<file path="src/sv/wslm_pkg.sv">
// ============================================================================
// Windowed sound level meter package
// Sequencer states and fixed constants of the level-to-dB conversion.
// ============================================================================
package wslm_pkg;

    // 20*log10(2) in Q16, rounded.
    localparam int DB_PER_LOG2_Q16 = 394566;

    // Number of fraction bits produced by the log2 squaring loop.
    localparam int LOG_FRAC_BITS = 16;

    // Levels carry 8 fraction bits; log2 of the level is lowered by this many units.
    localparam int LEVEL_FRAC_BITS = 8;

    // Reset value of the dB offset register, in 1/256 dB.
    localparam logic signed [15:0] DB_OFFSET_RESET = 16'sd17947;

    typedef enum logic [2:0] {
        ST_IDLE,
        ST_DIV,
        ST_NORM,
        ST_SQUARE,
        ST_SCALE,
        ST_ROUND,
        ST_DONE
    } wslm_state_t;

endpackage

</file>
<file path="src/sv/windowed_sound_level_meter.sv">
// ============================================================================
// Windowed sound level meter
// Collects converter samples into a window and, on a close request, reports
// mean and peak AC level in 1/256 dB, the peak-to-peak code and the count.
// ============================================================================
//
//  Channel | Handshake             | Payload
//  --------+-----------------------+------------------------------------------
//  input   | in_valid / in_ready   | operation, sample
//  output  | out_valid / out_ready | mean_db, peak_db, peak_to_peak, sample_total
//  config  | cfg_we                | cfg_wdata (db_offset, no wait, no read-back)
//
// A sample request is folded into the window as soon as it is taken.
// A close request keeps in_ready low until its result is loaded. The
// bit-serial divider that forms the mean is DIV_BITS = SAMPLE_BITS + count
// width + 8 bits long; each of the two levels is then normalized by shifts
// and takes sixteen squaring steps on the one shared 32 x 32 multiplier.
// An empty window skips the divider, and a zero level ends its pass
// straight from normalization.
// Reset is asynchronous and clears the window and sets db_offset to 17947.
// The result register lets sample requests be taken while a result waits;
// a second close waits in its last state until the earlier result is taken.
//
module windowed_sound_level_meter #(
    parameter int MAX_WINDOW_SAMPLES = 65535,
    parameter int SAMPLE_BITS        = 12
) (
    input  logic               clk,
    input  logic               rst_n,

    input  logic               in_valid,
    output logic               in_ready,
    input  logic               operation,
    input  logic [15:0]        sample,

    output logic               out_valid,
    input  logic               out_ready,
    output logic signed [15:0] mean_db,
    output logic signed [15:0] peak_db,
    output logic [11:0]        peak_to_peak,
    output logic [15:0]        sample_total,

    input  logic               cfg_we,
    input  logic [15:0]        cfg_wdata
);

    // Width of the sample counter, wide enough to hold the window limit itself.
    localparam int CW       = $clog2(MAX_WINDOW_SAMPLES + 1);
    // The level sum needs the sample width plus the counter width.
    localparam int SUMW     = SAMPLE_BITS + CW;
    // The divider works on the level sum scaled by 256.
    localparam int DW       = SUMW + wslm_pkg::LEVEL_FRAC_BITS;
    localparam int DCW      = (DW > 1) ? $clog2(DW) : 1;
    localparam logic [15:0] CODE_MAX16 = 16'((1 << SAMPLE_BITS) - 1);
    localparam logic [SAMPLE_BITS-1:0] CODE_MAX = SAMPLE_BITS'((1 << SAMPLE_BITS) - 1);
    localparam logic [SAMPLE_BITS:0]   CODE_MAX_X = (SAMPLE_BITS + 1)'((1 << SAMPLE_BITS) - 1);
    localparam logic [CW-1:0] COUNT_LIMIT = CW'(MAX_WINDOW_SAMPLES);

    // Control state.
    wslm_pkg::wslm_state_t state_reg, state_next;
    logic                  pass_peak_reg, pass_peak_next;
    logic                  out_valid_reg, out_valid_next;
    logic signed [15:0]    db_offset_reg;

    // Window state.
    logic [SUMW-1:0]        level_sum_reg, level_sum_next;
    logic [SAMPLE_BITS-1:0] level_peak_reg, level_peak_next;
    logic [SAMPLE_BITS-1:0] code_max_reg, code_max_next;
    logic [SAMPLE_BITS-1:0] code_min_reg, code_min_next;
    logic [CW-1:0]          count_reg, count_next;

    // Working registers of the divider and the log unit.
    logic [DW-1:0]          div_quo_reg, div_quo_next;
    logic [CW-1:0]          div_rem_reg, div_rem_next;
    logic [DCW-1:0]         div_cnt_reg, div_cnt_next;
    logic [30:0]            m_reg, m_next;
    logic [4:0]             e_reg, e_next;
    logic [15:0]            frac_reg, frac_next;
    logic [3:0]             sq_cnt_reg, sq_cnt_next;
    logic signed [47:0]     prod_reg, prod_next;

    // Result registers.
    logic signed [15:0]     mean_db_reg, mean_db_next;
    logic signed [15:0]     peak_db_reg, peak_db_next;
    logic signed [15:0]     mean_hold_reg, mean_hold_next;
    logic [11:0]            p2p_reg, p2p_next;
    logic [15:0]            total_reg, total_next;

    // Combinational helpers.
    logic                   in_fire;
    logic                   sample_ok;
    logic [SAMPLE_BITS-1:0] code;
    logic [SAMPLE_BITS:0]   code_x2;
    logic [SAMPLE_BITS-1:0] level;
    logic [CW:0]            div_trial;
    logic                   div_bit;
    logic                   div_last;
    logic signed [31:0]     mul_a, mul_b;
    logic signed [63:0]     mul_prod;
    logic [30:0]            sq_m;
    logic signed [22:0]     lg;
    logic signed [47:0]     rounded;
    logic signed [24:0]     db_sum;
    logic signed [15:0]     db_sat;
    logic                   pass_end;
    logic signed [15:0]     pass_db;
    logic                   out_load;

    assign in_ready  = (state_reg == wslm_pkg::ST_IDLE);
    assign in_fire   = in_valid && in_ready;
    assign out_load  = (state_reg == wslm_pkg::ST_DONE) && (!out_valid_reg || out_ready);

    // Sample conditioning: the level is the distance of the doubled code from
    // full scale, in half-codes.
    assign sample_ok = (sample <= CODE_MAX16) && (count_reg < COUNT_LIMIT);
    assign code      = sample[SAMPLE_BITS-1:0];
    assign code_x2   = {code, 1'b0};
    assign level     = (code_x2 >= CODE_MAX_X) ? SAMPLE_BITS'(code_x2 - CODE_MAX_X)
                                               : SAMPLE_BITS'(CODE_MAX_X - code_x2);

    // One restoring division step per cycle.
    assign div_trial = {div_rem_reg, div_quo_reg[DW-1]};
    assign div_bit   = (div_trial >= {1'b0, count_reg});
    assign div_last  = (div_cnt_reg == DCW'(DW - 1));

    // The shared multiplier squares the mantissa, then scales log2 into dB.
    assign lg = $signed({2'b00, e_reg, frac_reg})
              - 23'sd524288;
    always_comb
    begin
        if (state_reg == wslm_pkg::ST_SCALE)
        begin
            mul_a = 32'(lg);
            mul_b = 32'(wslm_pkg::DB_PER_LOG2_Q16);
        end
        else
        begin
            mul_a = $signed({1'b0, m_reg});
            mul_b = $signed({1'b0, m_reg});
        end
    end
    assign mul_prod = mul_a * mul_b;
    assign sq_m     = mul_prod[61] ? mul_prod[61:31] : mul_prod[60:30];

    // Round to 1/256 dB, add the offset and saturate.
    assign rounded = prod_reg + 48'sd8388608;
    assign db_sum  = 25'($signed(rounded[47:24])) + 25'(db_offset_reg);
    always_comb
    begin
        if (db_sum > 25'sd32767)
            db_sat = 16'sd32767;
        else if (db_sum < -25'sd32768)
            db_sat = -16'sd32768;
        else
            db_sat = db_sum[15:0];
    end

    // A level pass ends with a zero level straight from normalization, or
    // after rounding.
    assign pass_end = ((state_reg == wslm_pkg::ST_NORM) && (m_reg == 31'd0))
                   || (state_reg == wslm_pkg::ST_ROUND);
    assign pass_db  = (state_reg == wslm_pkg::ST_ROUND) ? db_sat : 16'sd0;

    // Next state.
    always_comb
    begin
        state_next     = state_reg;
        pass_peak_next = pass_peak_reg;
        unique case (state_reg)
            wslm_pkg::ST_IDLE:
            begin
                if (in_fire && operation)
                begin
                    pass_peak_next = 1'b0;
                    state_next = (count_reg == '0) ? wslm_pkg::ST_NORM : wslm_pkg::ST_DIV;
                end
            end
            wslm_pkg::ST_DIV:
            begin
                if (div_last)
                    state_next = wslm_pkg::ST_NORM;
            end
            wslm_pkg::ST_NORM:
            begin
                if (m_reg == 31'd0)
                begin
                    pass_peak_next = 1'b1;
                    state_next = pass_peak_reg ? wslm_pkg::ST_DONE : wslm_pkg::ST_NORM;
                end
                else if (m_reg[30])
                    state_next = wslm_pkg::ST_SQUARE;
            end
            wslm_pkg::ST_SQUARE:
            begin
                if (sq_cnt_reg == 4'(wslm_pkg::LOG_FRAC_BITS - 1))
                    state_next = wslm_pkg::ST_SCALE;
            end
            wslm_pkg::ST_SCALE:
                state_next = wslm_pkg::ST_ROUND;
            wslm_pkg::ST_ROUND:
            begin
                pass_peak_next = 1'b1;
                state_next = pass_peak_reg ? wslm_pkg::ST_DONE : wslm_pkg::ST_NORM;
            end
            wslm_pkg::ST_DONE:
            begin
                if (out_load)
                    state_next = wslm_pkg::ST_IDLE;
            end
            default:
                state_next = wslm_pkg::ST_IDLE;
        endcase
    end

    // Datapath and outputs.
    always_comb
    begin
        level_sum_next  = level_sum_reg;
        level_peak_next = level_peak_reg;
        code_max_next   = code_max_reg;
        code_min_next   = code_min_reg;
        count_next      = count_reg;
        div_quo_next    = div_quo_reg;
        div_rem_next    = div_rem_reg;
        div_cnt_next    = div_cnt_reg;
        m_next          = m_reg;
        e_next          = e_reg;
        frac_next       = frac_reg;
        sq_cnt_next     = sq_cnt_reg;
        prod_next       = prod_reg;
        mean_hold_next  = mean_hold_reg;
        mean_db_next    = mean_db_reg;
        peak_db_next    = peak_db_reg;
        p2p_next        = p2p_reg;
        total_next      = total_reg;
        out_valid_next  = out_valid_reg;

        if (out_ready)
            out_valid_next = 1'b0;

        if (in_fire && !operation && sample_ok)
        begin
            if (code > code_max_reg)
                code_max_next = code;
            if (code < code_min_reg)
                code_min_next = code;
            if (level > level_peak_reg)
                level_peak_next = level;
            level_sum_next = level_sum_reg + SUMW'(level);
            count_next     = count_reg + 1'b1;
        end

        if (in_fire && operation)
        begin
            div_quo_next = {level_sum_reg, 8'd0};
            div_rem_next = '0;
            div_cnt_next = '0;
            m_next       = 31'd0;
            e_next       = 5'd30;
        end

        if (state_reg == wslm_pkg::ST_DIV)
        begin
            div_quo_next = {div_quo_reg[DW-2:0], div_bit};
            div_rem_next = div_bit ? CW'(div_trial - {1'b0, count_reg}) : CW'(div_trial);
            div_cnt_next = div_cnt_reg + 1'b1;
            if (div_last)
            begin
                m_next = 31'({div_quo_reg[DW-2:0], div_bit});
                e_next = 5'd30;
            end
        end

        if ((state_reg == wslm_pkg::ST_NORM) && (m_reg != 31'd0))
        begin
            if (m_reg[30])
            begin
                sq_cnt_next = 4'd0;
                frac_next   = 16'd0;
            end
            else
            begin
                m_next = {m_reg[29:0], 1'b0};
                e_next = e_reg - 1'b1;
            end
        end

        if (state_reg == wslm_pkg::ST_SQUARE)
        begin
            m_next      = sq_m;
            frac_next   = {frac_reg[14:0], mul_prod[61]};
            sq_cnt_next = sq_cnt_reg + 1'b1;
        end

        if (state_reg == wslm_pkg::ST_SCALE)
            prod_next = mul_prod[47:0];

        if (pass_end)
        begin
            if (pass_peak_reg)
                peak_db_next = pass_db;
            else
            begin
                mean_hold_next = pass_db;
                m_next = 31'({level_peak_reg, 8'd0});
                e_next = 5'd30;
            end
        end

        if (out_load)
        begin
            mean_db_next   = mean_hold_reg;
            p2p_next       = (count_reg != '0) ? 12'(code_max_reg - code_min_reg) : 12'd0;
            total_next     = 16'(count_reg);
            out_valid_next = 1'b1;
            level_sum_next  = '0;
            level_peak_next = '0;
            code_max_next   = '0;
            code_min_next   = CODE_MAX;
            count_next      = '0;
        end
    end

    // The peak result register is loaded before the output register frees,
    // so the shown peak value is held apart in its own output copy.
    logic signed [15:0] peak_out_reg;

    always_ff @(posedge clk or negedge rst_n)
    begin
        if (!rst_n)
        begin
            state_reg      <= wslm_pkg::ST_IDLE;
            pass_peak_reg  <= 1'b0;
            out_valid_reg  <= 1'b0;
            db_offset_reg  <= wslm_pkg::DB_OFFSET_RESET;
            level_sum_reg  <= '0;
            level_peak_reg <= '0;
            code_max_reg   <= '0;
            code_min_reg   <= CODE_MAX;
            count_reg      <= '0;
        end
        else
        begin
            state_reg      <= state_next;
            pass_peak_reg  <= pass_peak_next;
            out_valid_reg  <= out_valid_next;
            if (cfg_we)
                db_offset_reg <= $signed(cfg_wdata);
            level_sum_reg  <= level_sum_next;
            level_peak_reg <= level_peak_next;
            code_max_reg   <= code_max_next;
            code_min_reg   <= code_min_next;
            count_reg      <= count_next;
        end
    end

    always_ff @(posedge clk)
    begin
        div_quo_reg   <= div_quo_next;
        div_rem_reg   <= div_rem_next;
        div_cnt_reg   <= div_cnt_next;
        m_reg         <= m_next;
        e_reg         <= e_next;
        frac_reg      <= frac_next;
        sq_cnt_reg    <= sq_cnt_next;
        prod_reg      <= prod_next;
        mean_hold_reg <= mean_hold_next;
        mean_db_reg   <= mean_db_next;
        peak_db_reg   <= peak_db_next;
        p2p_reg       <= p2p_next;
        total_reg     <= total_next;
        if (out_load)
            peak_out_reg <= peak_db_reg;
    end

    assign out_valid    = out_valid_reg;
    assign mean_db      = mean_db_reg;
    assign peak_db      = peak_out_reg;
    assign peak_to_peak = p2p_reg;
    assign sample_total = total_reg;

`ifndef SYNTHESIS
    // The window never holds more samples than its limit.
    assert property (@(posedge clk) disable iff (!rst_n)
        count_reg <= COUNT_LIMIT)
        else $error("sample count beyond window limit");

    // A close request makes the block busy in the next cycle.
    assert property (@(posedge clk) disable iff (!rst_n)
        (in_fire && operation) |=> !in_ready)
        else $error("close request did not start the sequencer");

    // Loading a result clears the window.
    assert property (@(posedge clk) disable iff (!rst_n)
        out_load |=> (count_reg == '0) && (level_sum_reg == '0) && out_valid)
        else $error("window not cleared after a result");

    // The squaring loop only ever sees a normalized mantissa.
    assert property (@(posedge clk) disable iff (!rst_n)
        (state_reg == wslm_pkg::ST_SQUARE) |-> m_reg[30])
        else $error("mantissa not normalized in squaring loop");
`endif

endmodule

</file>
<file path="config.mk">
export PLATFORM = sky130hd
export DESIGN_NAME = windowed_sound_level_meter
export DESIGN_NICKNAME = d
export VERILOG_FILES = /design/src/sv/wslm_pkg.sv /design/src/sv/windowed_sound_level_meter.sv
export SDC_FILE = /design/constraint.sdc
export NUM_CORES = 2
export LEC_CHECK = 0
export BUFFER_PORTS_ARGS = -buffer_cell sky130_fd_sc_hd__buf_2
export CORE_ASPECT_RATIO = 1.1
export CORE_MARGIN = 10
export CORE_UTILIZATION = 55
export DETAILED_ROUTE_END_ITERATION = 10
export GPL_TIMING_DRIVEN = 0
export PLACE_DENSITY = 0.81
export SYNTH_ARGS = -nofsm -noshare
export SYNTH_HDL_FRONTEND = slang
export SYNTH_SLANG_ARGS = --single-unit
</file>
<file path="constraint.sdc">
create_clock -name clk -period 30.8 [get_ports clk]
set_clock_uncertainty 0.1 [all_clocks]
set_input_delay 4.62 -clock clk [delete_from_list [all_inputs] [get_ports clk]]
set_output_delay 4.62 -clock clk [all_outputs]
set_load 0.05 [all_outputs]
</file>
=== Word level (Yosys, flattened, before mapping) ===
Index checks and enable logic that the tools add are counted.

* Output and inout port bits: 62
* Logic and storage cells: 156
* Register bits: 355
* Bits of input ports: 38

* Multiplexer cells: 62
* $add $sub $neg: 12
* $mul: 1
* Bitwise logic cells: 1
* Reduce and logical (&&, ||, !) cells: 34
* $lt $le $gt $ge: 9
* Equality and inequality tests: 14

{| class="wikitable"
|+ Operators by type and width
! cell !! count
|-
| $mux 31 || 10
|-
| $mux 16 || 11
|-
| $mux 12 || 10
|-
| $mux 36 || 2
|-
| $mul 32x32->62 || 1
|-
| $mux 28 || 2
|-
| $add 48x25->48 const B || 1
|-
| $mux 5 || 7
|-
| $mux 32 || 1
|-
| $logic_not 31->1 || 1
|-
| $reduce_bool 31->1 || 1
|-
| $add 28x12->28 || 1
|-
| $add 24x16->25 || 1
|-
| $gt 25x16->1 const B || 1
|-
| $lt 25x16->1 const B || 1
|-
| $gt 12x12->1 || 2
|-
| $sub 21x20->22 const B || 1
|-
| $mux 3 || 7
|-
| $pmux 3 s7 || 1
|-
| $ge 17x16->1 || 1
|-
| $add 16x1->16 const B || 1
|-
| $le 16x12->1 const B || 1
|-
| $logic_not 16->1 || 1
|-
| $lt 16x16->1 const B || 1
|-
| 33 further kinds || 66
|}

=== Longest topological paths before layout ===
* Depth after elaboration: 11
* Gate-level depth with buffers: 38
* Gate-level depth less buffers: 31

=== Worst setup path after synthesis ===
Ideal clock, no wire load.

* Path type: register to register
* Start: reg state_reg[1]
* End: reg m_reg[30]
* Cell stages (with the launch flop): 32
* Required time: 30533 ps
* Buffers on the path: 6
* Clock period less this slack: 9915 ps
* Path slack: 20885 ps
* Library setup time: 167 ps
* Arrival time: 9648 ps
* Cell sequence: dfrtp_1 -> or3b_1 -> buf_2 -> inv_1 -> buf_1 -> buf_1 -> nand2_1 -> fa_1 -> fa_1 -> fa_1 -> inv_1 -> fa_1 -> inv_1 -> fa_1 -> fa_1 -> fa_1 -> fa_1 -> inv_1 -> ha_1 -> inv_1 -> o21bai_1 -> a21oi_1 -> o22ai_1 -> o311ai_1 -> o211ai_1 -> and3_1 -> buf_4 -> or2_1 -> buf_6 -> buf_6 -> nor3_1 -> a211oi_1

* Cells in the longest elaborated chain, start to end: 11
* Elaborated cells between the ends (all ways): 23
* Those cells by class: mul: 1; eq/ne: 5; mux: 11; reduce/logical: 6

{| class="wikitable"
|+ Ends and longest elaborated chain
! element !! RTL line !! text
|-
| start: declaration || windowed_sound_level_meter.sv:60 || <nowiki>wslm_pkg::wslm_state_t state_reg, state_next;</nowiki>
|-
| start signal: assignment || windowed_sound_level_meter.sv:332 || <nowiki>state_reg <= wslm_pkg::ST_IDLE;</nowiki>
|-
| start signal: assignment || windowed_sound_level_meter.sv:344 || <nowiki>state_reg <= state_next;</nowiki>
|-
| parallel branches: the longest is 10 deep, another holds $mul 32x32->62 || n/a ||
|-
| $mux 31 * || windowed_sound_level_meter.sv:298 || <nowiki>if (pass_end)</nowiki>
|-
| named net m_next[30] || windowed_sound_level_meter.sv:76 || <nowiki>logic [30:0] m_reg, m_next;</nowiki>
|-
| end signal: assignment || windowed_sound_level_meter.sv:362 || <nowiki>m_reg <= m_next;</nowiki>
|-
| end: declaration || windowed_sound_level_meter.sv:76 ||
|}

Mark *: on every way through the listed nets, which the timed path passes.
A chain may end at the register's enable or synchronous reset.

=== Final worst setup path ===
* Start: reg state_reg[1]
* End: reg m_reg[19]

The elaborated chain is that of the path after synthesis.

==> out/qor.csv <==
stage,metric,value,unit
status,outcome,"finished, violations left",
status,failing checks,"max-capacitance violations, max-slew violations",
clock_tree,cts bufs inserted,30,
clock_tree,CTS tree,done,
global_routing,vias in the first global route,45800,
clock_tree,CTS H-tree lvls,1,
layout,fillers,8123,
die,IO Count,100,
run,Max Cap Violations,13,
setup_path,Critical Path RT,31180,ps
die,Initial Util,0.557,
die,placement row count,118,
die,Die Area,108000,um2
synth,Mapped Cells,5523,
setup_path,worst path arrival time,13140,ps
detailed_routing,drt wl/cell,31.7,um
clock_tree,clk buf depth,3,
setup_path,WS Path Type,reg -> reg,
setup_path,critical path's slowest cell,clkbuf_1,
global_routing,grt total ovfl,0,
clock_tree,Skew-Pair Late Insertion Delay,620,ps
layout,nets@finish,7064,
global_routing,largest net degree at the start of global routing,58,
setup_path,register-to-register path setup slack,18040,ps
sta,f_max,78.4,MHz
synth,"top cells by area, synth","fa_1 (39%), edfxtp_1 (11%), inv_1 (8.5%)",
synth,Main synth FF type,edfxtp_1,
synth,Syn. warnings,0,
global_routing,GR peak layer,met2,
synth,Netlist Area Pre-Place,52600,um2
synth,simple-gate share of the synthesized area,0.153,
detailed_routing,# DRC,0,
synth,ys async rst share,0.304,
worst_hold_path,worst min path class,reg -> reg,
synth,Netlist cell types,90,
detailed_routing,Routed Antenna Nets,0,
clock_tree,Worst-path clk slew,70,ps
synth,share of the synthesized area in the top cell type,0.392,
synth,mux contribution to synthesized area,0.0117,
global_routing,initial antenna violation count,38,
sta,setup tns final,0,ps
sta,Fin Hold WS,319,ps
clock_tree,"Gates resized, CTS repair",0,
detailed_routing,total wire length,223000,um
sta,post-route clock period utilization,0.414,
clock_tree,Sink Count,332,
sta,Fin. Hold Viols,0,
detailed_routing,vias per cell,6.26,
setup_path,Top delay family on crit path,adder cells,
layout,max reg flops,36,
setup_path,startpoint types,register,
synth,largest family of logic cells by synthesized area,adder cells,
global_routing,met3 Usage GRT,0.105,
synth,syn avg cell area,9.53,um2
place,GP Congestion,1.09,
global_routing,met2 Usage GRT,0.631,
place,DP Wirelength,178000,um
die,Die Wd,315,um
synth,Post-Synth XOR/XNOR Area,0.0255,
sta,Max Slew Vio Count,114,
layout,Layout Area Growth over Synthesis,6.75,%
global_routing,GRT Overall Usage,0.413,
global_routing,met1 GRT Util,0.512,
setup_path,CP max stage delay,960,ps
global_routing,first-pass GRT wire length,318000,um
detailed_routing,drt first pass iters,6,
detailed_routing,vias,44000,
setup_path,worst-path fanout max,10,
synth,adder-cell share of the synthesized area,0.460,
setup_path,CP Buf/Inv Count,7,
synth,"EDFF count, synth",195,
clock_tree,postcts setup bufs,0,
detailed_routing,DR iter-0 viols,5260,
sta,RSZ-0062 raised after global routing,false,
layout,fin util,0.594,
setup_path,crit end category,register,
die,DIE HEIGHT,344,um
clock_tree,hold_buf cts,0,
sta,Final min period,12760,ps
sta,Slew HR,-0.0756,
sta,setup violators final,0,
sta,Slew @ Worst Pin,1610,ps
synth,synthesis-stage register bit count,332,
synth,register area share after synthesis,0.173,
synth,cell taking the most area after synthesis,fa_1,
synth,Compound-Gate Fraction of Synth Area,0.0703,
setup_path,"most used cell, CP",fa_1,
place,port bufs,98,
die,core area,94500,um2
layout,layout cells sized above 1,0.0483,
clock_tree,CTS root buffer,clkbuf_16,
-- stage by stage --
stage / cells / area, um2 / worst slack, ps
after floorplan: 5572 / 52800 / 20880
after global placement: 6930 / 54900 / 17360
after detailed placement: 6937 / 55000 / 18460
after CTS: 6993 / 56000 / 18470
after global routing: 6997 / 56100 / 17800
final: 7034 / 56200 / 18040
-- synthesized netlist by cell type (14+ instances only) --
master and instances:
nand3_1 89, nand2_1 524, a21oi_1 175, and3_1 416, and2_1 64, a211oi_1 14
mux2i_1 38, o21ai_0 96, mux2_2 21, dfrtp_1 82, dfstp_2 19, edfxtp_1 195
a31oi_1 17, xnor2_1 108, o31ai_1 22, fa_1 1030, o211ai_1 24, or3_1 15
xor2_1 45, nand4_1 31, a21o_1 67, nor4_1 18, or2_2 39, nor3_1 58
nor2b_1 26, ha_1 286, inv_1 1189, dfxtp_1 36, nor2_1 261, nand2b_1 28
o21bai_1 18, clkbuf_1 269
-- worst reg2reg max path: cells and delay by family (launching register included) --
kind                       cells  cell delay (ps)
adders and majority gates      9             4800
AOI/OAI and AO/OA              9             3040
buffers and inverters          7             2880
and+or+nand+nor                3             1390
DFF                            1              450
-- cell families after synthesis --
family          count (synthesis)
mux                            59
other cells                     2
flops                         332
buf+inv                      1481
xor+xnor                      153
simple gates                 1613
fa+ha+maj                    1316
compound gates                567
-- final cells by class --
cell class | instances | area (um2) | area share
multi-input cells | 3759 | 38100 | 0.678
flip-flops and latches | 332 | 9130 | 0.162
inverters | 1189 | 4460 | 0.0795
well taps | 1260 | 1580 | 0.0281
plain buffers | 292 | 1140 | 0.0203
clock buffers | 38 | 822 | 0.0146
repair buffers | 106 | 638 | 0.0114
clock inverters | 18 | 209 | 0.00372
diodes | 40 | 100 | 0.00178
-- routing by layer --
layer  vias to the layer above  part of all wire
li1                      17700                 -
met1                     22200              0.36
met2                      3173              0.44
met3                       894              0.11
met4                         6             0.089
met5                         -           0.00018
-- cell usage in the layout (no fill, tap or decap), types with 96 or more instances in the layout --
cell type	synthesis	final
a21oi_1	175	174
and3_1	416	416
buf_2	7	107
clkbuf_1	269	272
edfxtp_1	195	195
fa_1	1030	1030
ha_1	286	286
inv_1	1189	1189
nand2_1	524	523
nor2_1	261	261
o21ai_0	96	96
xnor2_1	108	108
-- path summary, 6_finish.rpt --
check / start / to / cells past startpoint
worst max register to register: state_reg[1]$_DFFE_PN0P_ / m_reg[19]$_DFF_P_ / 28
worst max-delay path: state_reg[1]$_DFFE_PN0P_ / m_reg[19]$_DFF_P_ / 28
worst min-delay path: mean_hold_reg[0]$_DFFE_PP_ / mean_db[0]$_DFFE_PP_ / 0
worst min register to register: mean_hold_reg[0]$_DFFE_PP_ / mean_db[0]$_DFFE_PP_ / 0
min in group asynchronous: rst_n / code_max_reg[9]$_DFFE_PN0P_ / 1
max in group asynchronous: rst_n / code_min_reg[4]$_DFFE_PN1P_ / 2
Power is not shown: default switching activity piles up to over one toggle a cycle in this logic, so the estimate is an artifact.
